[src/rtl/gfi_pkg.sv]
`timescale 1ns / 1ps
// ----------------------------------------------------------------------------
// gfi_pkg
// Field constants and GF(2^10) arithmetic helpers shared by the inverter.
// ----------------------------------------------------------------------------
package gfi_pkg;

  localparam int          ElemW     = 10;
  localparam logic [10:0] FieldPoly = 11'h409;
  // square-and-multiply stages for a^(2^9 - 1)
  localparam int          NumStages = 8;

  typedef logic [ElemW-1:0] elem_t;

  // running power and the original element
  typedef struct packed {
    elem_t x;
    elem_t a;
  } stage_t;

  // reduce a degree <= 18 product modulo x^10 + x^3 + 1
  function automatic elem_t gf_reduce(input logic [2*ElemW-2:0] p);
    logic [2*ElemW-2:0] r;
    r = p;
    for (int i = 2*ElemW-2; i >= ElemW; i--) begin
      if (r[i]) begin
        r = r ^ ((2*ElemW-1)'(FieldPoly) << (i - ElemW));
      end
    end
    return r[ElemW-1:0];
  endfunction

  function automatic elem_t gf_mul(input elem_t a, input elem_t b);
    logic [2*ElemW-2:0] acc;
    acc = '0;
    for (int i = 0; i < ElemW; i++) begin
      if (b[i]) begin
        acc = acc ^ ((2*ElemW-1)'(a) << i);
      end
    end
    return gf_reduce(acc);
  endfunction

  // squaring spreads the bits, then reduces
  function automatic elem_t gf_sq(input elem_t a);
    logic [2*ElemW-2:0] s;
    s = '0;
    for (int i = 0; i < ElemW; i++) begin
      s[2*i] = a[i];
    end
    return gf_reduce(s);
  endfunction

endpackage

[src/rtl/gfi_if.sv]
`timescale 1ns / 1ps
// ----------------------------------------------------------------------------
// gfi_in_if / gfi_out_if
// Valid/ready channels carrying the element and its inverse.
// ----------------------------------------------------------------------------
interface gfi_in_if;
  logic       valid;
  logic       ready;
  logic [9:0] element;
  modport source (output valid, output element, input ready);
  modport sink   (input valid, input element, output ready);
endinterface

interface gfi_out_if;
  logic       valid;
  logic       ready;
  logic [9:0] inverse;
  modport source (output valid, output inverse, input ready);
  modport sink   (input valid, input inverse, output ready);
endinterface

[src/rtl/gfi_stage.sv]
`timescale 1ns / 1ps
// ----------------------------------------------------------------------------
// gfi_stage
// One pipeline stage: x <= x^2 * a, with its own valid bit and stall.
// ----------------------------------------------------------------------------
module gfi_stage (
  input  logic           clk,
  input  logic           rst,
  input  logic           up_valid,
  output logic           up_ready,
  input  gfi_pkg::stage_t up_data,
  output logic           dn_valid,
  input  logic           dn_ready,
  output gfi_pkg::stage_t dn_data
);
  import gfi_pkg::*;

  logic   valid;
  stage_t data;
  stage_t data_next;

  // stage takes a new item when empty or when its item moves on
  assign up_ready = !valid || dn_ready;

  always_comb begin
    data_next.a = up_data.a;
    data_next.x = gf_mul(gf_sq(up_data.x), up_data.a);
  end

  always_ff @(posedge clk) begin
    if (rst) begin
      valid <= 1'b0;
    end else if (up_ready) begin
      valid <= up_valid;
    end
  end

  always_ff @(posedge clk) begin
    if (up_ready && up_valid) begin
      data <= data_next;
    end
  end

  assign dn_valid = valid;
  assign dn_data  = data;

endmodule

[src/rtl/gf1024_inverse_top.sv]
`timescale 1ns / 1ps
// ----------------------------------------------------------------------------
// gf1024_inverse_top
// Multiplicative inverse in GF(2^10) modulo x^10 + x^3 + 1.
// ----------------------------------------------------------------------------
// The inverse is formed as a^1022 = (a^(2^9-1))^2: eight register stages each
// square the running power and multiply by the element, and the last square
// is taken at the output. A zero element gives zero. One item enters per
// cycle while the output is not stalled; each item passes through the eight
// stage registers in order, and the final square is combinational.
// Backpressure stalls the pipeline without loss; a stage with no item does
// not block the one before it.
module gf1024_inverse_top (
  input logic clk,
  input logic rst,
  gfi_in_if.sink    request,
  gfi_out_if.source result
);
  import gfi_pkg::*;

  logic   valid [NumStages+1];
  logic   ready [NumStages+1];
  stage_t data  [NumStages+1];

  // pipeline head: x starts as the element itself
  assign valid[0]      = request.valid;
  assign request.ready = ready[0];
  assign data[0].x     = request.element;
  assign data[0].a     = request.element;

  for (genvar s = 0; s < NumStages; s++) begin : g_stage
    gfi_stage u_stage (
      .clk      (clk),
      .rst      (rst),
      .up_valid (valid[s]),
      .up_ready (ready[s]),
      .up_data  (data[s]),
      .dn_valid (valid[s+1]),
      .dn_ready (ready[s+1]),
      .dn_data  (data[s+1])
    );
  end

  // final squaring on the last stage register
  assign result.valid     = valid[NumStages];
  assign ready[NumStages] = result.ready;
  assign result.inverse   = gf_sq(data[NumStages].x);

endmodule

[src/flat_wrapper.sv]
// flat-port wrapper written by rule: the top's interface ports become plain ports
module gf1024_inverse_top_flat import gfi_pkg::*;
  (clk, rst, request_valid, request_element, request_ready, result_valid, result_inverse, result_ready);
  gfi_in_if request_i ();
  gfi_out_if result_i ();
  input logic clk;
  input logic rst;
  input wire logic [$bits(request_i.valid)-1:0] request_valid;
  input wire logic [$bits(request_i.element)-1:0] request_element;
  output wire logic [$bits(request_i.ready)-1:0] request_ready;
  output wire logic [$bits(result_i.valid)-1:0] result_valid;
  output wire logic [$bits(result_i.inverse)-1:0] result_inverse;
  input wire logic [$bits(result_i.ready)-1:0] result_ready;
  assign request_i.valid = request_valid;
  assign request_i.element = request_element;
  assign request_ready = request_i.ready;
  assign result_valid = result_i.valid;
  assign result_inverse = result_i.inverse;
  assign result_i.ready = result_ready;
  gf1024_inverse_top u_core (.clk(clk), .rst(rst), .request(request_i), .result(result_i));
endmodule
[config.mk]
export PLATFORM = sky130hd
export DESIGN_NAME = gf1024_inverse_top_flat
export DESIGN_NICKNAME = d
export VERILOG_FILES = /design/src/rtl/gfi_pkg.sv /design/src/rtl/gfi_if.sv /design/src/rtl/gfi_stage.sv /design/src/rtl/gf1024_inverse_top.sv /design/src/flat_wrapper.sv
export SDC_FILE = /design/constraint.sdc
export NUM_CORES = 1
export LEC_CHECK = 0
export ABC_AREA = 1
export BUFFER_PORTS_ARGS = -buffer_cell sky130_fd_sc_hd__buf_2
export CAP_MARGIN = 30
export CELL_PAD_IN_SITES_DETAIL_PLACEMENT = 0
export CELL_PAD_IN_SITES_GLOBAL_PLACEMENT = 1
export CORE_MARGIN = 2
export CORE_UTILIZATION = 50
export CTS_BUF_LIST = sky130_fd_sc_hd__clkbuf_2 sky130_fd_sc_hd__clkbuf_4 sky130_fd_sc_hd__clkbuf_8
export DETAILED_ROUTE_END_ITERATION = 10
export PLACE_DENSITY = 0.88
export SETUP_SLACK_MARGIN = 0.5
export SYNTH_ARGS = -nofsm -noshare
export SYNTH_HDL_FRONTEND = slang
export SYNTH_SLANG_ARGS = --single-unit
[constraint.sdc]
create_clock -name clk -period 3.2 [get_ports clk]
set_input_delay 0 -clock clk [delete_from_list [all_inputs] [get_ports clk]]
set_output_delay 0 -clock clk [all_outputs]
set_load 0.1 [all_outputs]
==> results of run 1 <==
[cell families after synthesis]
kind of cell             after synthesis
AO/OA/AOI/OAI                         93
XOR/XNOR                             304
buffers and inverters                760
AND/OR/NAND/NOR                     2713
flip-flops                           158
adder cells (fa/ha/maj)                3
[per-layer routing]
| metal | global-route usage (%) | up-vias |
|---|---|---|
| li1 | - | 12200 |
| met1 | 36.1 | 10000 |
| met3 | 3.69 | 110 |
| met4 | 8.46 | 0 |
| met5 | 0 | - |
| met2 | 45.0 | 633 |
[power groups by stage]
stage / Clock [mW] / Combinational (mW) / Sequential (mW)
after floorplan: 0 / 4.28 / 2.66
after global placement: 0 / 5.15 / 2.86
after detailed placement: 0 / 5.18 / 2.85
after CTS: 1.78 / 5.22 / 2.81
after global routing: 1.87 / 6.10 / 2.83
final: 1.73 / 5.26 / 2.81
[per-stage QoR]
stage	hold WS (ns)	instance area, um2
2_1_floorplan	0.0989	22300
3_3_place_gp	0.337	22600
3_5_place_dp	0.334	22600
6_report	0.308	23200
5_1_grt	0.319	23200
4_1_cts	0.260	23200
[critical path, stage by stage, from the launching register on]
cell,delay [ns]
edfxtp_1,0.76
inv_1,0.12
nand2_1,0.09
nand3_1,0.12
nand2_2,0.26
nor2_1,0.09
inv_1,0.06
nand3_1,0.17
nand2_1,0.15
nand2_1,0.07
nand2_1,0.06
nand2_1,0.04
nand2_1,0.10
inv_1,0.05
[cells in the mapped netlist (all sizes together)]
cell type	count
o31ai	1
nand3	499
buf	114
o21bai	20
edfxtp	150
or2	7
o22ai	2
xor2	165
o211ai	3
xnor2	138
nand2	1918
nand3b	66
inv	626
a32o	1
clkbuf	20
o21ai	57
nor2	187
dfxtp	8
ha	3
nand4	35
nand2b	1
a21oi	9
xnor3	1
[registers in the layout, indices dropped and copies added (netlist names)]
signal / cells
u_core.g_stage.u_stage.dn_data: 150
u_core.g_stage.u_stage.dn_valid: 8
[cell type report]
| cell class | instances | area share [%] |
|---|---|---|
| Tap cell | 592 | 3.19 |
| Clock buffer | 20 | 1.18 |
| Timing Repair Buffer | 73 | 2.24 |
| Sequential cell | 158 | 20.1 |
| Multi-Input combinational cell | 3113 | 62.4 |
| Clock inverter | 12 | 0.780 |
| Inverter | 626 | 10.1 |
[timing repair]
item | CTS | global route
setup endpoints to repair | 0 | 22
setup buffers | 0 | 4
endpoints found under the hold margin | 18 | 0
hold buffers | 13 | 0
gates resized for setup | 0 | 3
[final timing paths]
check | depth (start not counted) | slack [ns] | end
worst max register to register | 13 | 0.81 | u_core.g_stage[7].u_stage.dn_data[16]
worst max-delay path | 13 | 0.81 | u_core.g_stage[7].u_stage.dn_data[16]
worst min register to register | 2 | 0.50 | u_core.g_stage[6].u_stage.dn_valid
worst min-delay path | 3 | 0.31 | u_core.g_stage[2].u_stage.dn_valid
[placed cells by master (no fill, tap or decap), drive strengths merged, types with 7 or more instances in the layout]
cell type / instances
nand2: 1918
dfxtp: 8
a21oi: 9
edfxtp: 150
nor2: 187
buf: 59
xor2: 165
nand4: 35
dlygate4sd3: 13
nand3b: 66
o21bai: 20
o21ai: 57
nand3: 499
or2: 7
xnor2: 138
inv: 628
clkbuf: 21
==> results.md, run 1 <==
- First-pass GRT wire length: between 100000 and 150000 um
- Post-synthesis mux area share: 0%
- Crit path time final: 2.39 ns
- Area of the core: 44000 um2
- FF-to-FF Start: u_core.g_stage[6].u_stage.dn_data[17]
- IO Port Bufs: 25
- Yosys reg bits: between 150 and 200
- Vias in the first global route: 20400
- Detailed Route WL: 62000 um
- Post-synthesis sequential area ratio: 21.0%
- # DRC: 0
- Power share of the combinational group: 53.7%
- DP Worst Slack: about 0.79 ns
- N_diodes: 0
- Status: completed
- Cell Rows: slightly below 80
- Synth Cell Area: 22300 um2
- CTS tree: built
- Fin Setup TNS: 0 ns
- Met1 wire length: 28700 um
- Kind of critical path: flop to flop
- Final std cells w/o fill: 4594
- Main combinational cell family by area after synthesis: simple AND/OR/NAND/NOR gates
- Dpl cells: 4545
- Final Max Slew Viols: 0
- Total CTS buffers: 17
- Die Y: ~210 um
- # fillers: ~4800
- Post-Synthesis Cells: 4031
- Root Buffer: clkbuf_8
- Share of layout cells above drive strength 1: 3.35%
- Post-synthesis xor/xnor area fraction: between 10 and 15%
- Peak Freq: 418 MHz
- Met3 WL: about 3800 um
- Area of the multi-input gates: around 15000 um2
- Routability cong.: 0.908
- Critical-path maximum fanout: 18
- Via density: 5.01
- Final Skew: around 0.029 ns
- GRT Util Overall: roughly 27%
- Syn nets: about 4000
- Slew @ Worst Pin: 0.830 ns
- Simple-gate share of the synthesized area: 50.5%
- Setup Viol. Count Final: 0
- Register area: 4670 um2
- Vias: roughly 23000
- Util after Layout: 52.8%
- CP Data Required Time: around 3.5 ns
- Crit path DAT: 2.68 ns
- Initial Util: just over 50%
- Area Growth Syn to Fin: 4.45%
- Synth top area share: 32.0%
- Final hold violation count: 0
- Top Ports: 26
- Worst setup path startpoint: u_core.g_stage[6].u_stage.dn_data[17]
- ANT nets after route: 0
- H-tree depth: 4
- Max-cap violations: 0
- Compound-Gate Fraction of Synth Area: 2.41%
- RSZ-0062 raised after global routing: false
- Clk pwr share: 17.6%
- Syn Area/Cell: between 5 and 6 um2
- Initial antenna violation count: 0
- Worst setup SP type: flop
- Worst setup EP type: flop
- Synth area leader: nand2_1
- Total grt overflow: 0
- Post-Synth Adder-Cell Area: 0.169%
- VDD IR max: roughly 0.27 mV
- Hpwl dp: 46800 um
- Worst hold start: rst
- Yosys cell types: 34
- Uppermost routed layer: met4
- Initial DRC Count: between 1500 and 2000
- Largest cells by area after synthesis: nand2_1, edfxtp_1, nand3_1, inv_1, xor2_1
- CTS max path bufs: 2
- Switching part of the total: a little under half
- Total chip power: ~10 mW
- Power per cell area: about 420 nW/um2
- Clk Latency, worst-skew pair: about 0.54 ns
- Routed len/inst: 13.5 um
- Die area: 46200 um2
- Drt first pass iters: 5
- Die Width: approximately 210 um
- Largest net degree at the start of global routing: 21
- Worst Setup Slack, final: 0.810 ns
- YS warnings: 0
- Worst slew margin: 44.6%
- Net Switching: ~4.5 mW
- Nets: 4006
- Clock sink count: approximately 160
- Int Pwr: 5.30 mW
- Fin crit share: 74.7%
- Routed wl met2: roughly 28000 um
- Worst min path class: primary input to flop
- Reg clk slew, reported paths: approximately 0.1 ns
- Leak pwr: 13.6 nW
- Seq pwr share: 28.7%
No activity file was read; power rests on OpenSTA's default activity.
==> run 2, diff against run 1 <==
Settings changed: ABC_AREA 1 to 0, CORE_UTILIZATION 50 to 46, PLACE_DENSITY 0.88 to 0.77.
Clock period 3.2 ns to 2 ns, I/O delays scaled along.
==> results.md, run 2 <==
- Status: finished with violations
- Failing checks: negative setup slack
- Syn Area/Cell: approximately 8.5 um2
- Total chip power: 43.9 mW
- Post-synth top cells: nand2_1, xnor2_1, xor2_1
- Crit path DAT: around 2.5 ns
- Setup Viol. Count Final: 62
- Worst Setup Slack, final: -0.243 ns
- Clk Latency, worst-skew pair: 0.51 ns
- CP most frequent cell: xnor2_2
- Via density: 5.10
- Drt first pass iters: 5
- Top_reg_cell synth: edfxtp_1
- First-pass GRT wire length: approximately 74000 um
- Most frequent cells in the layout: nand2_1, xnor2_1, buf_4
- Initial DRC Count: 1032
- CTS tree: built
- CTS max path bufs: 2
- Nets: 2380
- CP Data Required Time: 2.24 ns
- Leading cell type in the layout, fill and taps excluded: nand2_1
- Routed len/inst: 16.9 um
- Critical-path maximum fanout: 2
- Max reg flops: 150
- Die Width: between 150 and 200 um
- Crit path time final: between 2 and 2.5 ns
- Hpwl dp: roughly 32000 um
- Die area: approximately 38000 um2
- Initial antenna violation count: 0
- Largest cells by area after synthesis: xnor2_1, edfxtp_1, nand2_1, xor2_1, xnor3_1
- Final Max Slew Viols: 0
- Fin Setup TNS: -6.44 ns
- Dpl cells: 2642
- Worst min path class: primary input to flop
- Post-synthesis sequential area ratio: between 20% and 30%
- Finished Cell Area: roughly 25000 um2
- Util after Layout: 68.8%
- Total grt overflow: 0
- Slowest library cell on the worst path: edfxtp_1
- Final Skew: approximately 0.027 ns
- Reg clk slew, reported paths: between 0.1 and 0.15 ns
- Syn nets: 1987
- Peak Freq: approximately 450 MHz
- Largest net degree at the start of global routing: 21
- Synth area leader: xnor2_1
- Yosys cell types: 48
- Post-synth EDFFs: 150
- ANT nets after route: 0
- Synth top area share: between 20 and 30%
- Clock sink count: 158
- Dpl cell area: 20200 um2
- Leak pwr: around 10 nW
- Top-count cell post-synth: nand2_1
- Yosys reg bits: 158
- N_diodes: 0
- Share of layout cells above drive strength 1: between 30% and 40%
- Die Y: 195 um
- Max-cap violations: 0
- Area Growth Syn to Fin: 46.9%
- Top Ports: 26
- Power per cell area: 1790 nW/um2
- Max stage delay on crit path: just over 0.5 ns
- Worst slew margin: 67.4%
- Worst setup EP type: flop
- Post-Synthesis Cells: 1970
- YS warnings: 0
- Worst setup SP type: flop
- Critical-path cell list: xnor2_2 > xnor2_2 > buf_4 > nand2_4 > xnor2_2 > xnor3_2 > xnor2_2
- Final std cells w/o fill: roughly 2800
- GRT Util Overall: approximately 24%
- IO Port Bufs: 25
- VDD IR max: a little over 2 mV
- Area of the core: 35700 um2
- Final hold violation count: 0
- # DRC: 0
- Root Buffer: clkbuf_8
- Vias in the first global route: roughly 14000
- Fin crit share: 112%
- Cell Rows: 69
- Initial Util: 46.9%
- Reg2Reg Depth: 7
- Slew @ Worst Pin: 0.489 ns
- Synth Cell Area: 16700 um2
- Vias: 14500
- Hold path cells: 2
- Total CTS buffers: 17
- Kind of critical path: flop to flop
- H-tree depth: 4
- Routability cong.: 0.887
- Detailed Route WL: about 48000 um
- Share of async-settable or async-resettable flops after synthesis: 0%
- RSZ-0062 raised after global routing: true
## run 2: power breakdown
| part | switching (mW) | leakage [nW] | internal [mW] |
|---|---|---|---|
| Combinational | 15.3 | 8.69 | 19.6 |
| Sequential | 0.699 | 1.45 | 5.79 |
| Clock | 1.36 | 0.196 | 1.12 |
| Total | 17.3 | 10.3 | 26.5 |
## run 2: area by class of cell
type | count | area [um2]
Multi-Input combinational cell | 1670 | 14300
Fill cell | 2607 | 11100
Sequential cell | 158 | 4670
Timing Repair Buffer | 507 | 4610
Tap cell | 461 | 577
Clock buffer | 17 | 234
Clock inverter | 15 | 158
Inverter | 9 | 42.5
## run 2: path summary, 6_finish.rpt
| kind | startpoint | end | slack [ns] |
|---|---|---|---|
| hold reg to reg | u_core.g_stage[3].u_stage.dn_valid | u_core.g_stage[4].u_stage.dn_valid | 0.52 |
| setup / recovery | u_core.g_stage[1].u_stage.dn_data[17] | u_core.g_stage[2].u_stage.dn_data[13] | -0.24 |
| setup reg to reg | u_core.g_stage[1].u_stage.dn_data[17] | u_core.g_stage[2].u_stage.dn_data[13] | -0.24 |
| hold / removal | request_element[4] | u_core.g_stage[0].u_stage.dn_data[4] | 0.05 |
## run 2: worst max-delay path, delay by kind of cell, from the launching register on
kind / cells / cell delay (ns)
AND/OR/NAND/NOR: 1 / 0.06
buffers and inverters: 1 / 0.18
flip-flops: 1 / 0.51
XOR/XNOR: 5 / 1.23
## run 2: metrics by stage
| step | setup WS [ns] | hold WS (ns) |
|---|---|---|
| final | -0.243 | 0.0457 |
| after detailed placement | -0.243 | 0.291 |
| after CTS | -0.182 | 0.0173 |
| after global routing | -0.282 | 0.0321 |
| after global placement | -0.184 | 0.288 |
| after floorplan | -1.03 | 0.0989 |
## run 2: repair_timing
item | 4_1_cts | 5_1_grt
setup buffers | 82 | 56
setup endpoints to repair | 159 | 204
hold buffers | 13 | 0
hold endpoints to repair | 18 | 0
cloned | 9 | 3
gates resized for setup | 273 | 218
pin swaps | 185 | 165
## run 2: cell families (layout without fill, tap and decap cells)
logic type | after synthesis | in the layout | share of synthesized area, %
mux | 50 | 50 | 3.28
simple gates | 765 | 768 | 18.4
buf+inv | 145 | 548 | 3.53
xor+xnor | 747 | 747 | 42.6
fa+ha+maj | 3 | 3 | 0.225
compound gates | 102 | 102 | 4.10
flops | 158 | 158 | 27.9
## run 2: metal layers
layer	track usage (%)	share of wire, %	vias up
met2	41.2	50	333
met1	32.9	44	7081
met3	3.64	4.2	65
met4	5.93	1.9	0
met5	0	0	-
li1	-	-	6982
==> run 3, diff against run 2 <==
Settings changed: CORE_UTILIZATION 46 to 50, PLACE_DENSITY 0.77 to 0.8.
Clock period 2 ns to 2.15 ns, I/O delays scaled along.
==> results.md, run 3 (same netlist as run 2, synthesis figures left out) <==
- Status: finished with violations
- Failing checks: negative setup slack
- Fin Setup TNS: -0.301 ns
- Setup Viol. Count Final: 7
- Initial Util: 51.1%
- Root Buffer: clkbuf_8
- Dpl cells: 2532
- Final std cells w/o fill: between 2000 and 3000
- Leading cell type in the layout, fill and taps excluded: nand2_1
- Total chip power: 38.8 mW
- Max-cap violations: 0
- Worst min path class: primary input to flop
- Routability cong.: ~0.86
- Worst Setup Slack, final: -0.180 ns
- Max reg flops: 150
- WHS: 0.0425 ns
- Share of layout cells above drive strength 1: 39.7%
- Initial DRC Count: 1042
- Fin crit share: 108%
- Final Max Slew Viols: 0
- Global route hottest layer: met2
- Kind of critical path: flop to flop
- Final Skew: 0.0245 ns
- Crit path time final: roughly 2.3 ns
- Nets: 2315
- Power per cell area: 1620 nW/um2
- Slew @ Worst Pin: 0.556 ns
- Total grt overflow: 0
- Via density: 5.24
- CTS tree: built
- Leak pwr: roughly 10 nW
- Crit path DAT: 2.55 ns
- Most frequent cells in the layout: nand2_1, xnor2_1, buf_4
- Hpwl dp: 31700 um
- IO Port Bufs: 25
- FF-to-FF setup slack: -0.18 ns
- GRT met1 Usage: 35.7%
- Drt first pass iters: 5
- Reg clk slew, reported paths: 0.10 ns
- Die area: 34900 um2
- Util after Layout: 73.5%
- Clk Latency, worst-skew pair: 0.50 ns
- Final hold violation count: 0
- Worst slew margin: 63.0%
- First-pass GRT wire length: 73500 um
- Area Growth Syn to Fin: 43.8%
- Area of the core: 32700 um2
- GRT Util Overall: 26.1%
- Vias: 14400
- Vias in the first global route: ~14000
- Critical-path maximum fanout: 7
- CP Data Required Time: 2.37 ns
- Met3 usage: 3.02%
- Cell Rows: 66
- Die Width: 187 um
- VDD IR max: 2.04 mV
- Top Ports: 26
- Met2 Use GR: 43.9%
- Detailed Route WL: slightly below 50000 um
- CTS max path bufs: 2
- Total CTS buffers: 17
- # fillers: 2232
- Worst setup SP type: flop
- Clock sink count: between 150 and 200
- Die Y: 187 um
- Initial antenna violation count: 1
- ANT nets after route: 0
- H-tree depth: 4
- Worst setup EP type: flop
- Peak Freq: 429 MHz
- Routed len/inst: roughly 18 um
- # DRC: 0
- RSZ-0062 raised after global routing: true
- Largest net degree at the start of global routing: 21
==> run 3: critical path: stages, from the launching register on <==
cell      delay, ns
edfxtp_1       0.52
xor2_2         0.22
buf_6          0.16
nand2_1        0.09
xnor2_1        0.32
xnor2_1        0.19
xnor3_1        0.37
xor2_1         0.18
==> run 3: layout make-up <==
cell class / instances / area [um2] / area share [%]
clock inverter: 14 / 156 / 0.651
inverter: 9 / 42.5 / 0.177
clock buffer: 17 / 234 / 0.974
tap: 442 / 553 / 2.30
sequential: 158 / 4670 / 19.4
timing repair buffer: 442 / 3840 / 16.0
multi-input combinational: 1670 / 14500 / 60.5
antenna: 1 / 2.50 / 0.0104
==> run 3: report_power, final <==
group          total [mW]  internal, mW  switching, mW  leakage [nW]
clock network        2.34          1.05           1.28         0.199
registers            6.12          5.39          0.727          1.45
logic                30.4          16.7           13.6          8.49
total                38.8          23.2           15.6          10.1
==> run 3: stage by stage <==
stage / area (um2) / setup slack [ns]
after floorplan: 17900 / -0.883
after global placement: 19500 / -0.0529
after detailed placement: 19500 / -0.0422
after CTS: 21900 / 0.00226
after global routing: 24000 / -0.223
final: 24000 / -0.180
==> run 3: per-layer routing <==
| layer | wire, um | up-vias |
|---|---|---|
| li1 | - | 6853 |
| met1 | 20700 | 7080 |
| met2 | 24400 | 397 |
| met3 | 2200 | 82 |
| met4 | 1040 | 0 |
| met5 | 0 | - |
==> run 3: timing repair <==
action	4_1_cts	5_1_grt
pin swaps	216	180
gates resized for setup	263	239
hold endpoints to repair	16	2
cloned	2	3
hold buffers	10	2
endpoints found under the setup margin	153	153
setup buffers	94	79
==> run 3: worst paths after layout <==
path | startpoint | to | cells past startpoint
setup / recovery | u_core.g_stage[3].u_stage.dn_data[18] | u_core.g_stage[4].u_stage.dn_data[16] | 7
hold / removal | request_element[1] | u_core.g_stage[0].u_stage.dn_data[1] | 2
setup reg to reg | u_core.g_stage[3].u_stage.dn_data[18] | u_core.g_stage[4].u_stage.dn_data[16] | 7
hold reg to reg | u_core.g_stage[3].u_stage.dn_valid | u_core.g_stage[4].u_stage.dn_valid | 2
